===== config.mk =====
export PLATFORM = sky130hd
export DESIGN_NAME = gear_from_speed_and_rpm_flat
export DESIGN_NICKNAME = d
export VERILOG_FILES = /design/src/rtl/gfsr_pkg.sv /design/src/rtl/gfsr_in_if.sv /design/src/rtl/gfsr_out_if.sv /design/src/rtl/gfsr_cfg_if.sv /design/src/rtl/gear_from_speed_and_rpm.sv /design/src/flat_wrapper.sv
export SDC_FILE = /design/constraint.sdc
export NUM_CORES = 2
export LEC_CHECK = 0
export ABC_AREA = 1
export BUFFER_PORTS_ARGS = -buffer_cell sky130_fd_sc_hd__buf_4
export CORE_ASPECT_RATIO = 0.8
export CORE_MARGIN = 1
export CORE_UTILIZATION = 59
export DETAILED_ROUTE_END_ITERATION = 10
export PLACE_DENSITY = 0.78
export SETUP_SLACK_MARGIN = 0.4
export SLEW_MARGIN = 20
export SYNTH_ARGS = -nofsm -noshare
export SYNTH_HDL_FRONTEND = slang
export SYNTH_SLANG_ARGS = --single-unit

===== constraint.sdc =====
create_clock -name clk -period 81 [get_ports clk]
set_clock_uncertainty 0.15 [all_clocks]
set_input_delay 20.25 -clock clk [delete_from_list [all_inputs] [get_ports clk]]
set_output_delay 20.25 -clock clk [all_outputs]
set_load 0.01 [all_outputs]

===== src/rtl/gfsr_pkg.sv =====
package gfsr_pkg;

	localparam int MAX_GEARS = 6;
	localparam int CFG_IDX_W = 3;
	localparam int CFG_DATA_W = 16;
	localparam int SPEED_W = 16;
	localparam int RPM_W = 14;
	localparam int SCALE_W = 10;
	localparam int P1_W = RPM_W + SCALE_W;
	localparam int DEN_W = 32;
	localparam int NUM_W = 40;
	localparam int Q_W = 16;
	localparam int WIDE_W = DEN_W + Q_W;
	localparam int GEAR_W = 4;

	localparam logic [SPEED_W-1:0] MIN_SPEED = 16'd200;
	localparam logic [RPM_W-1:0] MIN_RPM = 14'd500;
	localparam logic [SCALE_W-1:0] RATIO_SCALE = 10'd600;
	localparam logic [Q_W-1:0] RATIO_MAX = 16'hFFFF;

	localparam logic [CFG_DATA_W-1:0] TYRE_RESET = 16'd19000;
	localparam logic [CFG_DATA_W-1:0] FINAL_DRIVE_RESET = 16'd3900;
	localparam logic [CFG_DATA_W-1:0] GEAR_RESET [MAX_GEARS] = '{
		16'd3321, 16'd1902, 16'd1308, 16'd1000, 16'd759, 16'd600
	};

	localparam logic signed [GEAR_W-1:0] GEAR_UNKNOWN = -4'sd1;
	localparam logic signed [GEAR_W-1:0] GEAR_NEUTRAL = 4'sd0;

	typedef enum logic [CFG_IDX_W-1:0] {
		REG_TYRE_CIRC   = 3'd0,
		REG_FINAL_DRIVE = 3'd1,
		REG_GEAR_FIRST  = 3'd2
	} cfg_reg_t;

	// how a sample is resolved
	typedef enum logic [1:0] {
		CLS_SWITCH,
		CLS_SLOW,
		CLS_RATIO
	} cls_t;

endpackage


===== src/rtl/gfsr_in_if.sv =====
interface gfsr_in_if;
	logic        valid;
	logic        ready;
	logic        neutral_switch;
	logic        clutch_switch;
	logic [15:0] rear_speed;
	logic [13:0] engine_speed;

	modport source (output valid, neutral_switch, clutch_switch, rear_speed, engine_speed,
		input ready);
	modport sink (input valid, neutral_switch, clutch_switch, rear_speed, engine_speed,
		output ready);
	modport mon (input valid, ready, neutral_switch, clutch_switch, rear_speed, engine_speed);
endinterface


===== src/rtl/gfsr_out_if.sv =====
interface gfsr_out_if;
	logic               valid;
	logic               ready;
	logic signed [3:0]  gear;
	logic        [15:0] observed_ratio;
	logic        [15:0] match_error;

	modport source (output valid, gear, observed_ratio, match_error, input ready);
	modport sink (input valid, gear, observed_ratio, match_error, output ready);
	modport mon (input valid, ready, gear, observed_ratio, match_error);
endinterface


===== src/rtl/gfsr_cfg_if.sv =====
interface gfsr_cfg_if;
	logic        valid;
	logic        ready;
	logic [2:0]  index;
	logic [15:0] data;

	modport source (output valid, index, data, input ready);
	modport sink (input valid, index, data, output ready);
	modport mon (input valid, ready, index, data);
endinterface


===== src/rtl/gear_from_speed_and_rpm.sv =====
// gear inference from rear wheel speed and engine speed
// path of a sample word: stage 1, stage 2, divider load, divider chain, error stage, result register
// throughput: one word per cycle while the result side does not stall; the 16-stage restoring divider sets the depth
// a stall on the result side freezes the whole pipeline, nothing is dropped
// reset (arst_n low, asynchronous): pipeline emptied, configuration registers to their defaults
module gear_from_speed_and_rpm #(
	parameter int GEAR_COUNT = 6
) (
	input logic clk,
	input logic arst_n,
	gfsr_in_if.sink samples,
	gfsr_out_if.source results,
	gfsr_cfg_if.sink cfg
);
	import gfsr_pkg::*;

	localparam int DIV_STAGES = Q_W;

	// configuration registers
	logic [CFG_DATA_W-1:0] tyre_q;
	logic [CFG_DATA_W-1:0] final_drive_q;
	logic [CFG_DATA_W-1:0] gear_ratio_q [GEAR_COUNT];

	// one stage of the divider: remainder shrinks, quotient fills from the top
	typedef struct packed {
		cls_t             cls;
		logic             sat;
		logic [NUM_W-1:0] rem;
		logic [DEN_W-1:0] den;
		logic [Q_W-1:0]   quot;
	} div_t;

	// pipeline control: everything moves together when the result slot can take a word
	logic adv;

	// stage 1: classify, first products
	logic             vld_s1;
	cls_t             cls_s1;
	logic [P1_W-1:0]  p1_s1;
	logic [DEN_W-1:0] den_s1;
	cls_t             cls_in;

	// stage 2: full numerator
	logic             vld_s2;
	cls_t             cls_s2;
	logic [NUM_W-1:0] num_s2;
	logic [DEN_W-1:0] den_s2;

	// stage 3 and the divider chain
	logic [DIV_STAGES:0] div_vld_s;
	div_t                div_s [DIV_STAGES+1];

	// error stage
	logic           vld_s20;
	cls_t           cls_s20;
	logic [Q_W-1:0] ratio_s20;
	logic [Q_W-1:0] err_s20 [GEAR_COUNT];

	// result register
	logic                      res_vld_s21;
	logic signed [GEAR_W-1:0]  res_gear_s21;
	logic        [Q_W-1:0]     res_ratio_s21;
	logic        [Q_W-1:0]     res_err_s21;

	assign adv = !res_vld_s21 || results.ready;
	assign samples.ready = adv;
	assign cfg.ready = 1'b1;

	// ---------------------------------------------------------------
	// configuration writes; indexes past the configured gears are dropped
	// ---------------------------------------------------------------
	always_ff @(posedge clk or negedge arst_n) begin
		if (!arst_n) begin
			tyre_q <= TYRE_RESET;
			final_drive_q <= FINAL_DRIVE_RESET;
			for (int g = 0; g < GEAR_COUNT; g++) begin
				gear_ratio_q[g] <= GEAR_RESET[g];
			end
		end else if (cfg.valid) begin
			case (cfg.index)
				REG_TYRE_CIRC: begin
					tyre_q <= cfg.data;
				end
				REG_FINAL_DRIVE: begin
					final_drive_q <= cfg.data;
				end
				default: begin
					for (int g = 0; g < GEAR_COUNT; g++) begin
						if (cfg.index == CFG_IDX_W'(int'(REG_GEAR_FIRST) + g)) begin
							gear_ratio_q[g] <= cfg.data;
						end
					end
				end
			endcase
		end
	end

	// ---------------------------------------------------------------
	// stage 1: switches win, then the too-slow check, else compute
	// ---------------------------------------------------------------
	always_comb begin
		if (samples.neutral_switch || samples.clutch_switch) begin
			cls_in = CLS_SWITCH;
		end else if (samples.rear_speed < MIN_SPEED || samples.engine_speed < MIN_RPM) begin
			cls_in = CLS_SLOW;
		end else begin
			cls_in = CLS_RATIO;
		end
	end

	always_ff @(posedge clk or negedge arst_n) begin
		if (!arst_n) begin
			vld_s1 <= 1'b0;
			vld_s2 <= 1'b0;
		end else if (adv) begin
			vld_s1 <= samples.valid;
			vld_s2 <= vld_s1;
		end
	end

	always_ff @(posedge clk) begin
		if (adv) begin
			cls_s1 <= cls_in;
			// 600 * rpm, and speed * final drive, in parallel
			p1_s1 <= P1_W'(samples.engine_speed) * P1_W'(RATIO_SCALE);
			den_s1 <= DEN_W'(samples.rear_speed) * DEN_W'(final_drive_q);
			// stage 2: numerator 600 * rpm * circumference (24 x 16 bits)
			cls_s2 <= cls_s1;
			num_s2 <= NUM_W'(p1_s1) * NUM_W'(tyre_q);
			den_s2 <= den_s1;
		end
	end

	// ---------------------------------------------------------------
	// stage 3: saturation when the quotient cannot fit 16 bits
	// or the denominator is zero; then load the divider
	// ---------------------------------------------------------------
	always_ff @(posedge clk or negedge arst_n) begin
		if (!arst_n) begin
			div_vld_s[0] <= 1'b0;
		end else if (adv) begin
			div_vld_s[0] <= vld_s2;
		end
	end

	always_ff @(posedge clk) begin
		if (adv) begin
			div_s[0].cls <= cls_s2;
			div_s[0].sat <= (den_s2 == '0) || (WIDE_W'(num_s2) >= {den_s2, {Q_W{1'b0}}});
			div_s[0].rem <= num_s2;
			div_s[0].den <= den_s2;
			div_s[0].quot <= '0;
		end
	end

	// ---------------------------------------------------------------
	// restoring divider, one quotient bit per stage, msb first
	// ---------------------------------------------------------------
	for (genvar j = 0; j < DIV_STAGES; j++) begin : g_div
		localparam int BIT = Q_W - 1 - j;
		logic [WIDE_W-1:0] den_sh;
		logic              ge;

		assign den_sh = WIDE_W'(div_s[j].den) << BIT;
		assign ge = WIDE_W'(div_s[j].rem) >= den_sh;

		always_ff @(posedge clk or negedge arst_n) begin
			if (!arst_n) begin
				div_vld_s[j+1] <= 1'b0;
			end else if (adv) begin
				div_vld_s[j+1] <= div_vld_s[j];
			end
		end

		always_ff @(posedge clk) begin
			if (adv) begin
				div_s[j+1].cls <= div_s[j].cls;
				div_s[j+1].sat <= div_s[j].sat;
				div_s[j+1].den <= div_s[j].den;
				div_s[j+1].rem <= ge ? div_s[j].rem - den_sh[NUM_W-1:0] : div_s[j].rem;
				div_s[j+1].quot <= div_s[j].quot | (Q_W'(ge) << BIT);
			end
		end
	end

	// ---------------------------------------------------------------
	// error stage: final ratio and the distance to every gear
	// ---------------------------------------------------------------
	logic [Q_W-1:0] ratio_d;

	assign ratio_d = div_s[DIV_STAGES].sat ? RATIO_MAX : div_s[DIV_STAGES].quot;

	always_ff @(posedge clk or negedge arst_n) begin
		if (!arst_n) begin
			vld_s20 <= 1'b0;
		end else if (adv) begin
			vld_s20 <= div_vld_s[DIV_STAGES];
		end
	end

	always_ff @(posedge clk) begin
		if (adv) begin
			cls_s20 <= div_s[DIV_STAGES].cls;
			ratio_s20 <= ratio_d;
			for (int g = 0; g < GEAR_COUNT; g++) begin
				err_s20[g] <= (ratio_d > gear_ratio_q[g]) ? ratio_d - gear_ratio_q[g]
					: gear_ratio_q[g] - ratio_d;
			end
		end
	end

	// ---------------------------------------------------------------
	// result stage: nearest gear, strict less-than keeps the lower gear on a tie
	// ---------------------------------------------------------------
	logic [Q_W-1:0]    best_err;
	logic [GEAR_W-1:0] best_gear;

	always_comb begin
		best_err = err_s20[0];
		best_gear = GEAR_W'(1);
		for (int g = 1; g < GEAR_COUNT; g++) begin
			if (err_s20[g] < best_err) begin
				best_err = err_s20[g];
				best_gear = GEAR_W'(g + 1);
			end
		end
	end

	always_ff @(posedge clk or negedge arst_n) begin
		if (!arst_n) begin
			res_vld_s21 <= 1'b0;
		end else if (adv) begin
			res_vld_s21 <= vld_s20;
		end
	end

	always_ff @(posedge clk) begin
		if (adv) begin
			case (cls_s20)
				CLS_SWITCH: begin
					res_gear_s21 <= GEAR_NEUTRAL;
					res_ratio_s21 <= '0;
					res_err_s21 <= '0;
				end
				CLS_RATIO: begin
					res_gear_s21 <= $signed(best_gear);
					res_ratio_s21 <= ratio_s20;
					res_err_s21 <= best_err;
				end
				default: begin
					res_gear_s21 <= GEAR_UNKNOWN;
					res_ratio_s21 <= '0;
					res_err_s21 <= '0;
				end
			endcase
		end
	end

	assign results.valid = res_vld_s21;
	assign results.gear = res_gear_s21;
	assign results.observed_ratio = res_ratio_s21;
	assign results.match_error = res_err_s21;

endmodule


===== src/flat_wrapper.sv =====
// flat-port wrapper written by rule: the top's interface ports become plain ports
module gear_from_speed_and_rpm_flat import gfsr_pkg::*;
#(
	parameter int GEAR_COUNT = 6
)
  (clk, arst_n, samples_valid, samples_neutral_switch, samples_clutch_switch, samples_rear_speed, samples_engine_speed, samples_ready, results_valid, results_gear, results_observed_ratio, results_match_error, results_ready, cfg_valid, cfg_index, cfg_data, cfg_ready);
  gfsr_in_if samples_i ();
  gfsr_out_if results_i ();
  gfsr_cfg_if cfg_i ();
  input logic clk;
  input logic arst_n;
  input wire logic [$bits(samples_i.valid)-1:0] samples_valid;
  input wire logic [$bits(samples_i.neutral_switch)-1:0] samples_neutral_switch;
  input wire logic [$bits(samples_i.clutch_switch)-1:0] samples_clutch_switch;
  input wire logic [$bits(samples_i.rear_speed)-1:0] samples_rear_speed;
  input wire logic [$bits(samples_i.engine_speed)-1:0] samples_engine_speed;
  output wire logic [$bits(samples_i.ready)-1:0] samples_ready;
  output wire logic [$bits(results_i.valid)-1:0] results_valid;
  output wire logic [$bits(results_i.gear)-1:0] results_gear;
  output wire logic [$bits(results_i.observed_ratio)-1:0] results_observed_ratio;
  output wire logic [$bits(results_i.match_error)-1:0] results_match_error;
  input wire logic [$bits(results_i.ready)-1:0] results_ready;
  input wire logic [$bits(cfg_i.valid)-1:0] cfg_valid;
  input wire logic [$bits(cfg_i.index)-1:0] cfg_index;
  input wire logic [$bits(cfg_i.data)-1:0] cfg_data;
  output wire logic [$bits(cfg_i.ready)-1:0] cfg_ready;
  assign samples_i.valid = samples_valid;
  assign samples_i.neutral_switch = samples_neutral_switch;
  assign samples_i.clutch_switch = samples_clutch_switch;
  assign samples_i.rear_speed = samples_rear_speed;
  assign samples_i.engine_speed = samples_engine_speed;
  assign samples_ready = samples_i.ready;
  assign results_valid = results_i.valid;
  assign results_gear = results_i.gear;
  assign results_observed_ratio = results_i.observed_ratio;
  assign results_match_error = results_i.match_error;
  assign results_i.ready = results_ready;
  assign cfg_i.valid = cfg_valid;
  assign cfg_i.index = cfg_index;
  assign cfg_i.data = cfg_data;
  assign cfg_ready = cfg_i.ready;
  gear_from_speed_and_rpm #(.GEAR_COUNT(GEAR_COUNT)) u_core (.clk(clk), .arst_n(arst_n), .samples(samples_i), .results(results_i), .cfg(cfg_i));
endmodule

==> results.json <==
{
  "status": "completed",
  "synth_area_leaders": "edfxtp_1, ha_1, fa_1",
  "fin_cells": 13830,
  "end_kind": "output port",
  "synth_edf_count": 1570,
  "worst_pin_slew_ps": 1210,
  "die_w_um": 487,
  "dp.cells": 13516,
  "core_sq_mm": 0.187,
  "reg2reg_from": "u_core.err_s20[0][9]$_DFFE_PP_",
  "synth_cell_type_count": 73,
  "dr.pass1.iters": 8,
  "syn_inst": 11138,
  "synthToLayoutAreaGrowth_pct": 7.82,
  "path_max_fanout": 30,
  "nets": 12756,
  "async_flop_share_pct": 8.67,
  "numPortBuffers": 93,
  "reg2reg_slack_ps": 70600,
  "startpoint": "results_ready",
  "ctsHoldBuffers": 0,
  "final-hold-violation-count": 0,
  "worstPathRequired_ps": 60600,
  "fmax_mhz": 24.1,
  "synth-seq-area-share_pct": 45.8,
  "dieArea_sq_mm": 0.190,
  "tritoncts": "built",
  "htree_levels": 4,
  "path_clk_slew_ps": 60,
  "cts_buffers": 167,
  "rows": 142,
  "fin_hold_ws_ps": 259,
  "clock_path_buffers": 3,
  "drt_iter0_drc": 8005,
  "gp_congestion": 0.937,
  "track_usage_pct": 29.5,
  "cap_viol_max_count": 0,
  "post-cts-setup-buffers": 0,
  "hpwlAfterDp_um": 213000,
  "routed_via_density": 5.72,
  "rsz0062_at_grt": "no",
  "yosys_warnings": 0,
  "period_share_pct": 51.3,
  "grt_pass1_vias": 77495,
  "ys_ff_latch": 1719,
  "synth_top_area_share_pct": 42.4,
  "grt_pass1_wl_um": 433000,
  "numClockSinks": 1719,
  "setup-tns-final_ps": 0,
  "postPlaceCellArea_sq_mm": 0.114,
  "vias": 79167,
  "cp_data_arrival_time_ps": 21140,
  "avgSynthCellArea_sq_um": 9.99,
  "fin_area_sq_mm": 0.120,
  "ctsRootBufferMaster": "clkbuf_16",
  "setup_violations": 0,
  "worstSkewPairLatency_ps": 820,
  "grt_max_degree": 174,
  "synth.largest_area_cell": "edfxtp_1",
  "slew_violations": 0,
  "final_antenna_net_count": 0,
  "worstSetupPathType": "input port to output port",
  "routedWlPerCell_um": 20.3,
  "synthFlopType": "edfxtp_1",
  "slew_headroom_pct": 18.9,
  "fin_crit_ps": 41540,
  "layout-drive-gt1-share_pct": 4.54,
  "die_h_um": 390,
  "io_pins": 95,
  "syn_nets": 12729,
  "finalWirelength_um": 280000,
  "antenna_found_initial": 36,
  "hp-start": "u_core.div_s[3][90]$_DFFE_PP_",
  "drc": 0,
  "initial_core_util_pct": 59.4,
  "cts_resized": 0,
  "gr-total-overflow": 0,
  "start_kind": "input port",
  "synth_area_sq_mm": 0.111,
  "hp-class": "flop to flop"
}
area by class of cell:
type	count	area [sq um]
Fill cell	14560	67300
Timing Repair Buffer	153	1190
Clock buffer	210	4420
Inverter	1920	7210
Tap cell	2520	3150
Sequential cell	1719	50900
Multi-Input combinational cell	7204	52000
Antenna cell	15	37.5
Clock inverter	89	972
sequential cells by signal, summed over array words and instances (netlist names):
signal and flops:
u_core.cls_s1 2, u_core.cls_s2 2, u_core.cls_s20 2, u_core.den_s1 32, u_core.den_s2 32, u_core.div_s 1294
u_core.div_vld_s 17, u_core.err_s20 96, u_core.final_drive_q 16, u_core.gear_ratio_q 96, u_core.num_s2 37, u_core.p1_s1 21
u_core.ratio_s20 16, u_core.results.gear 4, u_core.results.match_error 16, u_core.results.observed_ratio 16, u_core.results.valid 1, u_core.tyre_q 16
u_core.vld_s1 1, u_core.vld_s2 1, u_core.vld_s20 1
placed cells by master (no fill, tap or decap), types with 239 or more instances in the layout:
cell type  netlist  final
a21oi_1        919    919
edfxtp_1      1570   1570
fa_1           504    504
ha_1          1031   1031
inv_1         1912   1911
nand2_1       2013   2011
nand3_1        240    239
nor2_1         535    533
o21ai_0        718    718
xnor2_1        326    326
xor2_1         270    270
synthesized netlist by cell type, drive strengths merged (3+ instances only):
cell / n
clkbuf: 258
a21boi: 14
nand2: 2025
nand4: 73
nor3: 70
o41ai: 4
a2111oi: 16
buf: 37
a31oi: 25
inv: 1918
o21bai: 33
a211o: 5
a21o: 22
dfstp: 53
ha: 1031
or2: 9
a211oi: 38
a221oi: 13
xnor2: 326
nand3b: 7
o221ai: 26
o2111ai: 5
o22ai: 4
nor3b: 6
nand3: 241
mux2: 10
o311ai: 6
o21a: 21
o31ai: 18
a21oi: 919
or4: 3
edfxtp: 1570
a221o: 40
fa: 504
o211ai: 27
nor2: 536
o21ai: 757
mux2i: 20
dfrtp: 96
xor2: 270
nor4: 60
and3: 3
routing by layer:
| metal | up-vias | global-route usage (%) | share of wire, % |
|---|---|---|---|
| li1 | 37237 | - | - |
| met3 | 556 | 5.22 | 8.1 |
| met1 | 38235 | 41.0 | 43 |
| met5 | - | 0 | 0.046 |
| met4 | 20 | 13.4 | 4.5 |
| met2 | 3119 | 45.4 | 45 |
stage by stage:
step                setup slack (ps)  util (%)
floorplan                      20640         -
finish                         39460      64.0
CTS                            39460      64.0
global route                   39450      64.0
detailed placement             39460      61.1
global placement               39450      61.1
worst paths after layout:
kind	endpoint	cells past startpoint
setup / recovery	samples_ready	4
hold / removal	u_core.div_s[4][90]$_DFFE_PP_	0
setup reg to reg	u_core.results.gear[0]$_DFFE_PP_	44
hold reg to reg	u_core.div_s[4][90]$_DFFE_PP_	0
max in group asynchronous	u_core.gear_ratio_q[28]$_DFFE_PN0P_	3
min in group asynchronous	u_core.div_vld_s[4]$_DFFE_PN0P_	1
worst max-delay path, cell delays in order:
cell     delay, ps
buf_4          110
inv_1          100
nand2_4        320
buf_4          310
cell families after synthesis:
kind of cell / synth area share [%]
buf+inv: 7.54
flops: 45.8
simple gates: 11.1
xor+xnor: 4.69
compound gates: 9.92
other cells: 0.00337
fa+ha+maj: 20.7
mux: 0.281
Power is not shown: default switching activity piles up to over one toggle a cycle in this logic, so the estimate is an artifact.
